**src/design/jed_pkg.sv**
```systemverilog
// Shared types and constants for the JPEG entropy decoder.
// Used by jed_ctrl, jed_dpath and jpeg_entropy_decoder; depends on nothing.
package jed_pkg;

  // Input transaction payload.
  typedef struct packed {
    logic [1:0] opcode;
    logic [1:0] table_id;
    logic [7:0] slot;
    logic [7:0] payload;
  } in_item_t;

  // Result transaction payload.
  typedef struct packed {
    logic [2:0]         kind;
    logic [1:0]         component;
    logic [3:0]         zero_run;
    logic signed [15:0] coefficient;
    logic               last;
  } out_item_t;

  // Commands from the controller to the datapath.
  typedef struct packed {
    logic accept;
    logic byte_op;
    logic bit_op;
    logic cmp_op;
    logic sym_op;
    logic flush;
  } cmd_t;

  // Status from the datapath to the controller.
  typedef struct packed {
    logic byte_bits;
    logic bits_done;
    logic stopped;
    logic code_phase;
    logic cmp_match;
    logic pend_valid;
    logic emit_ok;
  } sts_t;

  // Opcodes.
  localparam logic [1:0] OP_START      = 2'd0;
  localparam logic [1:0] OP_LOAD_COUNT = 2'd1;
  localparam logic [1:0] OP_LOAD_SYM   = 2'd2;
  localparam logic [1:0] OP_DATA       = 2'd3;

  // Result kinds.
  localparam logic [2:0] KIND_DC    = 3'd0;
  localparam logic [2:0] KIND_AC    = 3'd1;
  localparam logic [2:0] KIND_ZRL   = 3'd2;
  localparam logic [2:0] KIND_EOB   = 3'd3;
  localparam logic [2:0] KIND_EOS   = 3'd4;
  localparam logic [2:0] KIND_ERROR = 3'd5;

  // Decode phases.
  localparam logic [2:0] PH_DC_CODE = 3'd0;
  localparam logic [2:0] PH_DC_BITS = 3'd1;
  localparam logic [2:0] PH_AC_CODE = 3'd2;
  localparam logic [2:0] PH_AC_BITS = 3'd3;
  localparam logic [2:0] PH_STOPPED = 3'd4;

  // Configuration register indexes.
  localparam logic [1:0] CFG_COUNT = 2'd0;
  localparam logic [1:0] CFG_TAB1  = 2'd1;
  localparam logic [1:0] CFG_TAB2  = 2'd2;
  localparam logic [1:0] CFG_TAB3  = 2'd3;

  // Byte and symbol codes.
  localparam logic [7:0] BYTE_FF  = 8'hFF;
  localparam logic [7:0] BYTE_00  = 8'h00;
  localparam logic [7:0] BYTE_EOI = 8'hD9;
  localparam logic [7:0] SYM_EOB  = 8'h00;
  localparam logic [7:0] SYM_ZRL  = 8'hF0;

  // Fixed widths and limits.
  localparam int         CODE_W    = 16;
  localparam int         FIRST_W   = 25;
  localparam int         OFFS_W    = 13;
  localparam logic [6:0] BLOCK_AC  = 7'd63;
  localparam logic [6:0] ZRL_SPAN  = 7'd16;
  localparam logic [3:0] DC_MAXSZ  = 4'd15;

endpackage

```
**src/design/jed_ctrl.sv**
```systemverilog
// Sequencing state machine of the JPEG entropy decoder.
// Depends on jed_pkg for the command and status structs.
module jed_ctrl (
  input  logic          clk,
  input  logic          rst_n,
  input  logic          in_valid,
  output logic          in_ready,
  input  jed_pkg::sts_t sts,
  output jed_pkg::cmd_t cmd
);

  localparam logic [2:0] S_IDLE  = 3'd0;
  localparam logic [2:0] S_BYTE  = 3'd1;
  localparam logic [2:0] S_BIT   = 3'd2;
  localparam logic [2:0] S_CMP   = 3'd3;
  localparam logic [2:0] S_SYM   = 3'd4;
  localparam logic [2:0] S_FLUSH = 3'd5;

  logic [2:0] st_r;
  logic [2:0] st_nxt;

  assign in_ready = (st_r == S_IDLE);

  // Next state and command decode; work that may produce a result waits for room.
  always_comb begin
    cmd    = '0;
    st_nxt = st_r;
    case (st_r)
      S_IDLE: begin
        if (in_valid) begin
          cmd.accept = 1'b1;
          st_nxt     = S_BYTE;
        end
      end
      S_BYTE: begin
        if (sts.emit_ok) begin
          cmd.byte_op = 1'b1;
          st_nxt      = sts.byte_bits ? S_BIT : S_FLUSH;
        end
      end
      S_BIT: begin
        if (sts.stopped || sts.bits_done) begin
          st_nxt = S_FLUSH;
        end else if (sts.emit_ok) begin
          cmd.bit_op = 1'b1;
          if (sts.code_phase) st_nxt = S_CMP;
        end
      end
      S_CMP: begin
        if (sts.emit_ok) begin
          cmd.cmp_op = 1'b1;
          st_nxt     = sts.cmp_match ? S_SYM : S_BIT;
        end
      end
      S_SYM: begin
        if (sts.emit_ok) begin
          cmd.sym_op = 1'b1;
          st_nxt     = S_BIT;
        end
      end
      S_FLUSH: begin
        if (!sts.pend_valid) begin
          st_nxt = S_IDLE;
        end else if (sts.emit_ok) begin
          cmd.flush = 1'b1;
          st_nxt    = S_IDLE;
        end
      end
      default: st_nxt = S_IDLE;
    endcase
  end

  // State register.
  always_ff @(posedge clk) begin
    if (!rst_n) st_r <= S_IDLE;
    else        st_r <= st_nxt;
  end

  // A new transaction is only taken once the previous item's results are handed off.
  a_idle_no_pending: assert property (@(posedge clk) disable iff (!rst_n)
    in_ready |-> !sts.pend_valid) else $error("pending result while idle");

  // A matched code always continues with the symbol read.
  a_match_to_sym: assert property (@(posedge clk) disable iff (!rst_n)
    (cmd.cmp_op && sts.cmp_match) |=> (st_r == S_SYM)) else $error("match not followed");

endmodule

```
**config.mk**
```make
export PLATFORM = sky130hd
export DESIGN_NAME = jed_ctrl
export DESIGN_NICKNAME = d
export VERILOG_FILES = /design/src/design/jed_pkg.sv /design/src/design/jed_ctrl.sv
export SDC_FILE = /design/constraint.sdc
export NUM_CORES = 1
export LEC_CHECK = 0
export ABC_AREA = 1
export BUFFER_PORTS_ARGS = -buffer_cell sky130_fd_sc_hd__buf_4
export CORE_AREA = 2 2 39 41
export DETAILED_ROUTE_END_ITERATION = 6
export DIE_AREA = 0 0 41 43
export HOLD_SLACK_MARGIN = 0.1
export PLACE_DENSITY = 0.55
export REMOVE_ABC_BUFFERS = 1
export SETUP_SLACK_MARGIN = 0.2
export SKIP_LAST_GASP = 1
export SYNTH_ARGS = -nofsm -noshare
export SYNTH_HDL_FRONTEND = slang
export SYNTH_SLANG_ARGS = --single-unit
```
**constraint.sdc**
```tcl
create_clock -name clk -period 1.4 [get_ports clk]
set_input_delay 0.21 -clock clk [delete_from_list [all_inputs] [get_ports clk]]
set_output_delay 0.21 -clock clk [all_outputs]
set_load 0.005 [all_outputs]
```
# Yosys cells after proc, flatten, opt, wreduce, memory -nomap -nowiden
# Index checks and enable logic that the tools add are counted.
# totals
latch_bits	0
memories	0
register_bits	3
mem_bits_ro	0
elab_cells	38
out_inout_bits	7
inputBits	10
ram_bits	0
# op_classes
bitwise_logic	0
multipliers	0
reduce_logical	3
shift	0
add_sub_neg	0
n_eq_ne	12
mux	22
div	0
n_lt_le_gt_ge	0
# ops
op	n
2-to-1 mux 3 bit	11
one-hot mux 3 bit (6 select lines)	1
2-to-1 mux 1 bit	10
!= test 3 bit, second input constant	3
!= test 2 bit, second input constant	4
AND reduction 7 bit	1
equality test 3 x 2 -> 1 bit, second input constant	2
equality test 3 bit, second input constant	2
equality test 3 x 1 -> 1 bit, second input constant	1
logical NOT 3 bit	1
logical OR 1 bit	1

# Longest topological paths before layout
# Gate-level depths: netlist of run 1.
# logic_depth
ltp_word	4
mapped_depth	11
depth_no_buf	10

# Least setup slack after synthesis of run 1
# Ideal clock, no wire load.
# synth_path
path_kind	register -> register
startpoint	register st_r[0]
endpoint	register st_r[0]
arrival_ps	1009
setup_ps	114
path_stages_with_launch	10
period_less_slack_ps	1123
required_time_ps	1286
path_buffers	1
slack_ps	277
path_cell_list	dfxtp_1 -> buf_6 -> nor2_1 -> nand2_1 -> nor2_2 -> a21oi_2 -> nand2_2 -> nand2_1 -> nand2_1 -> nor2_2
# synth_via
elab_chain_cells	3
elab_cells_between_ends	15
cone_classes	eq/ne (12); mux (1); reduce/logical (2)
# synth_lines
element	line	source
from (decl)	jed_ctrl.sv:19	logic [2:0] st_r;
from (signal assigned)	jed_ctrl.sv:76	else st_r <= st_nxt;
equality test 3 x 2 -> 1 bit (tied with other cells)	jed_ctrl.sv:28	case (st_r)
!= test 3 bit (no line) / != test 2 bit (equally long branches)	n/a	
AND reduction 7 bit (no line)	n/a	
# Parallel ways exist; a longest one is shown, timed or not.
# A chain may end at the register's enable or synchronous reset.

==> results of run 1 <==
power breakdown:
group,internal (uW),switching [uW]
Combinational,413,461
Sequential,158,114
Clock,107,41.2
Total,677,616
synth_stat cells, drive strengths merged:
library cell   n
nand2         20
nor2          19
a21oi          1
nor3           1
nand3          3
o21a           1
inv           10
o211ai         1
dfxtp          3
nor4           2
nand4          4
buf            2
final cells by class:
class / instances / area (um^2) / share of cell area
multi-input combinational: 52 / 288 / 0.460
timing repair buffer: 24 / 180 / 0.288
sequential: 3 / 71.3 / 0.114
inverter: 10 / 40.0 / 0.0640
clock buffer: 4 / 26.3 / 0.0420
tap: 16 / 20.0 / 0.0320
per-stage QoR:
step	hold WS [ns]	utilization	instance area (um^2)
6_report	0.223	0.452	626
5_1_grt	0.230	0.452	626
4_1_cts	0.215	0.420	581
3_5_place_dp	0.459	0.360	498
3_3_place_gp	0.456	0.360	498
2_1_floorplan	0.345	-	350
logic make-up after synthesis:
kind of cell    count (synthesis)  synth area share
buf+inv                        12             0.161
flops                           3             0.161
simple gates                   49             0.614
compound gates                  3            0.0638
how the worst max path moves through the flow:
stage / startpoint / endpoint / slack, ns / cells after the start
3_5_place_dp: st_r[1] / st_r[2] / 0.05 / 7
5_1_grt: st_r[0] / cmd[3] / 0.02 / 6
3_3_place_gp: st_r[1] / st_r[2] / 0.03 / 7
4_1_cts: st_r[0] / cmd[3] / 0.07 / 6
6_report: st_r[1] / cmd[2] / 0.11 / 4
2_1_floorplan: st_r[1] / st_r[0] / 0.21 / 7
worst max-delay path: stages (launching register included):
cell and delay (ns):
dfxtp_4 0.41, buf_4 0.14, nand3_2 0.10, nor2_1 0.10
buf_4 0.11
layer usage:
layer  track usage  up-vias
li1              -      265
met1         0.168      203
met2         0.172        6
met3        0.0209        0
met4        0.0667        0
met5             0        -
timing repair:
action,4_1_cts,5_1_grt
hold buffers,0,0
resized for setup,9,10
endpoints found under the setup margin,10,10
endpoints found under the hold margin,0,0
pin swaps,2,2
cloned,0,0
setup buffers,5,2
==> flow_summary_export.csv, run 1 <==
group,metric,value,unit
power,leakagePower,0.000322,uW
floorplanning,rows,14,
placement,pre_cts_ws,0.0520,ns
logic_synthesis,post_synth_instance_area,373,um^2
timing,setup_violations,0,
floorplanning,die_y,43,um
route,wl_met2,553,um
power,power,1290,uW
worst_setup_path,r2r_end,"st_r[1]",
grt,grt_pass1_vias,409,
route,highest_layer,"met3",
floorplanning,die_w,41,um
worst_hold_path,hold_path_end,"st_r[0]",
logic_synthesis,synthTopCellsByArea,"nand2_1, dfxtp_1, nor2_1",
logic_synthesis,postSynthCellCount,67,
route,route.met3.wl,33,um
grt,antenna_found_initial,0,
cells_and_area,finalNetCount,104,
timing,tightest_slew,0.297,ns
cts,clk_latency,0.23,ns
job,maxCapViolCount,0,
cts,htreeDepth,1,
placement,place.gp.congestion,0.780,
worst_hold_path,hold_start,"rst_n",
logic_synthesis,synth_top_area_frac,0.181,
cts,cts.sinks,3,
worst_setup_path,cp_max_fo,10,
worst_setup_path,worst_setup_path_start_kind,"flip-flop",
worst_setup_path,required,1.19,ns
power,ir_worst_vdd,1470,uV
cells_and_area,syn_to_final_growth,67.8,%
floorplanning,core,0.00138,mm^2
worst_setup_path,worstSetupPathType,"reg2out",
logic_synthesis,synth_cell_types,16,
logic_synthesis,yosysSeqAreaShare,0.161,
cts,cts_max_path_buffers,2,
route,drt_pre_antenna_iters,3,
cells_and_area,finalNonFillerCells,109,
timing,fmaxAchievable,775,MHz
route,drc,0,
worst_setup_path,rr_startpoint,"st_r[0]",
grt,grt_max_degree,11,
logic_synthesis,postSynthAreaPerCell,5.57,um^2
worst_setup_path,crit_path_end_kind,"output pin",
cells_and_area,antennaDiodeCount,0,
placement,post-place-cells,98,
cts,cts_tree,"done",
cells_and_area,top_register,"st_r",
worst_hold_path,holdPathStages,3,
worst_setup_path,cp_data_arrival_time,1.08,ns
cts,clk_pin_slew,0.04,ns
cells_and_area,largest_reg_flops,3,
timing,slew_violations,0,
route,antenna_left,0,
timing,finalHoldViolCount,0,
logic_synthesis,yosysTopAreaCell,"nand2_1",
cells_and_area,reg.largest.list,"st_r (3)",
run_status,status,"finished, final reports clean",
logic_synthesis,synth_warnings,0,
cts,cts_root_buf,"clkbuf_4",
placement,post-dp-hpwl,697,um
cells_and_area,drive_gt1_frac,0.559,
cells_and_area,nFillCells,145,
grt,grt_overflow,0,
route,routed_wl,1.03,mm
timing,period_share,0.922,
floorplanning,initial_utilization,0.269,
timing,fin_ws,0.109,ns
logic_synthesis,ys_seq_elements,3,
route,dr.first_iter.drc_count,8,
timing,period_minus_slack,1.29,ns
placement,port_buffers,16,
worst_setup_path,worstRegToRegCells,11,
route,routedWlPerCell,9.42,um
route,wl_met1,439,um
floorplanning,ios,17,
grt,grt_pass1_wl,1.54,mm
cells_and_area,layout_common_cells,"buf_4, nand2_1, nor2_2, inv_1, nor2_1",
cts,cts_made_buffers,3,
timing,rsz0062_at_grt,"true",
cells_and_area,final_common_cell,"buf_4",
timing,clock_skew,0.00111,ns
power,p_per_area,2070,mW/mm^2
floorplanning,die_area,0.00176,mm^2
worst_hold_path,hold_class,"in2reg",
timing,slew_headroom,0.802,
timing,final.setup.tns,0,ns
worst_setup_path,r2r_slack,0.14,ns
route,num_vias,474,
route,vias_per_cell,4.35,
grt,track_usage,0.122,
Power figures use the tool's default switching activity.
==> run 2: changes to the inputs <==
- CELL_PAD_IN_SITES_DETAIL_PLACEMENT: unset -> 0
- CELL_PAD_IN_SITES_GLOBAL_PLACEMENT: unset -> 1
- CORE_AREA: 2 2 39 41 -> unset
- CORE_MARGIN: unset -> 2
- CORE_UTILIZATION: unset -> 27
- DIE_AREA: 0 0 41 43 -> unset
- PLACE_DENSITY: 0.55 -> 0.76
==> run 2 against run 1 <==
Against the previous run:
- clock power hardly changed
- maximum frequency down 2.1%
- flip-flop and latch count is the same
- critical path depth rose by 2
- global-route usage grew 1.0 points
- count of clock-buffer cells in the layout is the same
- combinational power increased by 2%
- hold slack worse by 0.0025 ns
- die area decreased by 3.9%
- highest routed layer unchanged
- via count fell by 0.84%
- non-clock buffer count shrank 1
- first-iteration DRC count fell by 38%
==> flow_summary_export.csv, run 2 (synthesis results as in run 1) <==
group,metric,value,unit
run_status,status,"finished, final reports clean",
placement,post-place-cells,97,
placement,port_buffers,16,
grt,grt_pass1_vias,392,
power,leakagePower,0.000318,uW
worst_setup_path,required,1.19,ns
cts,cts.sinks,3,
power,netSwitchingPower,617,uW
cells_and_area,finalNetCount,103,
timing,slew_headroom,0.799,
power,p_int,684,uW
placement,place.gp.congestion,0.802,
power,switching_share,0.474,
timing,finalHoldViolCount,0,
floorplanning,ios,17,
worst_hold_path,hold_path_end,"st_r[0]",
timing,timing.hold.ws,0.221,ns
cts,cts_made_buffers,3,
route,routed_wl,1.00,mm
cells_and_area,largest_reg_flops,3,
worst_setup_path,r2r_slack,0.15,ns
timing,setup_violations,0,
worst_setup_path,crit_path_end_kind,"output pin",
timing,tightest_slew,0.302,ns
timing,fmaxAchievable,759,MHz
cells_and_area,layout_common_cells,"buf_4, nand2_1, nor2_1, nor2_2, inv_1",
placement,place_area,497,um^2
cells_and_area,final_common_cell,"buf_4",
route,dr.first_iter.drc_count,5,
placement,post-dp-hpwl,706,um
timing,period_minus_slack,1.32,ns
grt,use_met3,0.0326,
grt,antenna_found_initial,0,
timing,period_share,0.942,
cells_and_area,design_area,628,um^2
floorplanning,rows,13,
cts,cts_max_path_buffers,2,
route,num_vias,470,
power,power_frac_clock,0.113,
route,antenna_left,0,
route,drc,0,
power,p_per_area,2070,mW/mm^2
worst_setup_path,r2r_end,"st_r[1]",
cells_and_area,nFillCells,151,
grt,met2_usage,0.227,
route,vias_per_cell,4.39,
cells_and_area,syn_to_final_growth,68.5,%
worst_setup_path,cp_max_fo,6,
floorplanning,die_y,41.2,um
power,p_seq_frac,0.204,
grt,grt_max_degree,10,
timing,rsz0062_at_grt,"true",
power,pwr-share-comb,0.683,
placement,pre_cts_ws,0.0436,ns
timing,clock_skew,0.00154,ns
cells_and_area,top_register,"st_r",
route,drt_pre_antenna_iters,2,
grt,track_usage,0.132,
floorplanning,die_area,0.00169,mm^2
worst_hold_path,hold_class,"in2reg",
worst_setup_path,worst_setup_path_start_kind,"flip-flop",
worst_setup_path,worstSetupPathType,"reg2out",
worst_setup_path,worstRegToRegCells,10,
worst_hold_path,holdPathStages,3,
cts,cts_root_buf,"clkbuf_4",
cts,clk_pin_slew,0.04,ns
timing,slew_violations,0,
cells_and_area,antennaDiodeCount,0,
cts,cts_tree,"done",
worst_setup_path,rr_startpoint,"st_r[0]",
grt,grt_use_met1,0.157,
cells_and_area,drive_gt1_frac,0.533,
worst_setup_path,cp_data_arrival_time,1.11,ns
job,maxCapViolCount,0,
cts,htreeDepth,1,
cts,clk_latency,0.23,ns
floorplanning,die_w,41.2,um
cts,ctsHoldBuffers,0,
floorplanning,core,0.00130,mm^2
grt,grt_overflow,0,
timing,final.setup.tns,0,ns
floorplanning,initial_utilization,0.287,
power,ir_worst_vdd,1330,uV
timing,fin_ws,0.0819,ns
cells_and_area,reg.largest.list,"st_r (3)",
route,routedWlPerCell,9.36,um
grt,grt_pass1_wl,1.47,mm
worst_hold_path,hold_start,"rst_n",
grt,top_usage_layer,"met2",
cells_and_area,finalNonFillerCells,107,
-- run 2: worst max-delay path by stage --
stage / from / end / slack (ns) / cells past startpoint
6_report: st_r[0] / cmd[3] / 0.08 / 6
3_5_place_dp: st_r[1] / st_r[2] / 0.04 / 7
3_3_place_gp: st_r[1] / st_r[2] / 0.01 / 7
5_1_grt: st_r[0] / cmd[3] / 0.01 / 6
2_1_floorplan: st_r[1] / st_r[0] / 0.21 / 7
4_1_cts: st_r[0] / cmd[3] / 0.08 / 6
-- run 2: area by class of cell --
type                       count  area [um^2]  area share
multi-input combinational     52          295       0.470
tap                           15         18.8      0.0299
sequential                     3         71.3       0.114
timing repair buffer          23          176       0.281
clock buffer                   4         26.3      0.0418
inverter                      10         40.0      0.0637
-- run 2: layer usage --
| layer | share of wire | routed length (um) | up-vias |
|---|---|---|---|
| met3 | 0.049 | 49 | 0 |
| met4 | 0 | 0 | 0 |
| met1 | 0.47 | 466 | 197 |
| li1 | - | - | 262 |
| met2 | 0.48 | 485 | 11 |
| met5 | 0 | 0 | - |
-- run 2: per-stage QoR --
stage,util,total power [uW]
3_5_place_dp,0.382,887
5_1_grt,0.483,1430
2_1_floorplan,-,670
4_1_cts,0.438,1160
3_3_place_gp,0.382,899
6_report,0.483,1300
-- run 2: power groups by stage --
stage               combinational, uW  clock (uW)  sequential [uW]
floorplan                         457           0              212
global placement                  671           0              227
detailed placement                659           0              228
CTS                               749         155              255
global route                      985         165              279
finish                            889         147              265
-- run 2: timing repair --
action / in CTS / in global routing
buffers inserted: 2 / 4
pin swaps: 1 / 3
endpoints found under the setup margin: 10 / 10
gates resized for setup: 12 / 7
endpoints found under the hold margin: 0 / 0
-- run 2: critical path, stage by stage (launching register included) --
cell and delay [ns]:
dfxtp_4 0.36, inv_4 0.08, nand2_4 0.05, nor2_4 0.11, nand2_2 0.06, nor2_1 0.10
buf_4 0.12
==> run 3: changes to the inputs <==
- REMOVE_ABC_BUFFERS: 1 -> unset
==> run 3 against run 2 <==
Against the previous run:
- hold slack worse by 0.012 ns
- combinational power down 0.7%
- count of clock-buffer cells in the layout unchanged
- global-route usage up 3.0 points
- power up 0.78%
- highest routed layer is now met4
==> flow_summary_export.csv, run 3 (synthesis results as in run 1) <==
group,metric,value,unit
placement,place.gp.congestion,0.817,
cts,cts_max_path_buffers,2,
timing,slew_headroom,0.810,
floorplanning,die_y,41.2,um
power,p_per_area,2070,mW/mm^2
route,vias_per_cell,4.76,
worst_setup_path,cp_max_fo,6,
timing,slew_violations,0,
route,dr.first_iter.drc_count,11,
cells_and_area,largest_reg_flops,3,
route,drt_pre_antenna_iters,4,
floorplanning,die_area,0.00169,mm^2
placement,post-dp-hpwl,726,um
worst_setup_path,worstRegToRegCells,11,
floorplanning,initial_utilization,0.287,
power,leakagePower,0.000333,uW
timing,final.setup.tns,0,ns
timing,period_share,0.941,
cells_and_area,syn_to_final_growth,70.1,%
grt,grt_pass1_wl,1.77,mm
worst_hold_path,hold_class,"in2reg",
cells_and_area,top_register,"st_r",
floorplanning,ios,17,
job,maxCapViolCount,0,
floorplanning,core,0.00130,mm^2
grt,track_usage,0.162,
cts,cts.sinks,3,
worst_setup_path,cp_data_arrival_time,1.11,ns
route,antenna_left,0,
route,num_vias,519,
placement,port_buffers,16,
worst_setup_path,crit_path_end_kind,"output pin",
placement,post-place-cells,97,
timing,period_minus_slack,1.32,ns
floorplanning,die_w,41.2,um
floorplanning,rows,13,
grt,antenna_found_initial,0,
cells_and_area,layout_common_cells,"buf_4, nand2_1, nor2_1, inv_1, nor2_2",
timing,tightest_slew,0.285,ns
route,routed_wl,1.15,mm
timing,fmaxAchievable,759,MHz
cells_and_area,final_core_util,0.488,
run_status,status,"finished, final reports clean",
cells_and_area,final_common_cell,"buf_4",
grt,grt_max_degree,10,
grt,grt_overflow,0,
cts,cts_tree,"done",
cells_and_area,finalNonFillerCells,109,
cts,clk_pin_slew,0.04,ns
timing,rsz0062_at_grt,"true",
cts,clk_latency,0.24,ns
route,routedWlPerCell,10.6,um
timing,setup_violations,0,
cts,htreeDepth,1,
timing,clock_skew,0.00541,ns
worst_setup_path,worst_setup_path_start_kind,"flip-flop",
worst_hold_path,holdPathStages,3,
cells_and_area,finalNetCount,105,
cells_and_area,antennaDiodeCount,0,
cts,ctsHoldBuffers,0,
worst_setup_path,worstSetupPathType,"reg2out",
cells_and_area,reg.largest.list,"st_r (3)",
timing,finalHoldViolCount,0,
power,ir_worst_vdd,899,uV
cells_and_area,drive_gt1_frac,0.532,
grt,grt_pass1_vias,445,
worst_setup_path,required,1.19,ns
route,drc,0,
logic_synthesis,synth_nets,77,
cts,cts_made_buffers,3,
cts,cts_root_buf,"clkbuf_4",
==> run 3: metrics by stage <==
stage	power (uW)	instance area, um^2	setup WS, ns	hold slack (ns)
detailed placement	884	497	0.0540	0.459
global placement	900	497	0.0178	0.456
finish	1310	634	0.0824	0.208
floorplan	732	373	0.277	0.345
global route	1430	634	0.0202	0.232
CTS	1250	622	0.0712	0.215
==> run 3: layer usage <==
layer / track usage / wire length (um)
met3: 0.0326 / 100
met2: 0.285 / 587
met5: 0 / 0
met4: 0.0726 / 16
met1: 0.186 / 446
==> run 3: final cells by class <==
class,instances,area [um^2]
Sequential cell,3,71.3
Timing Repair Buffer,25,191
Clock buffer,4,26.3
Fill cell,151,667
Tap cell,15,18.8
Inverter,10,40.0
Multi-Input combinational cell,52,287
==> run 3: final timing paths <==
| check | from | end | slack (ns) |
|---|---|---|---|
| worst min register to register | st_r[2] | st_r[2] | 0.70 |
| worst max register to register | st_r[0] | st_r[2] | 0.13 |
| worst max-delay path | st_r[0] | cmd[4] | 0.08 |
| worst min-delay path | rst_n | st_r[0] | 0.21 |
==> run 3: worst max-delay path, stage by stage (launching register included) <==
cell and delay (ns):
dfxtp_4 0.38, inv_4 0.06, nor4_2 0.26, buf_4 0.16
==> run 3: repair_timing <==
| item | CTS | global route |
|---|---|---|
| resized for setup | 15 | 2 |
| pin swaps | 6 | 3 |
| endpoints found under the setup margin | 10 | 10 |
| buffers inserted | 7 | 1 |
==> run 3: where the power goes <==
part / leakage, uW / switching, uW / internal, uW
Sequential: 0.0000267 / 112 / 157
Combinational: 0.000291 / 466 / 417
Clock: 0.0000150 / 52.0 / 107
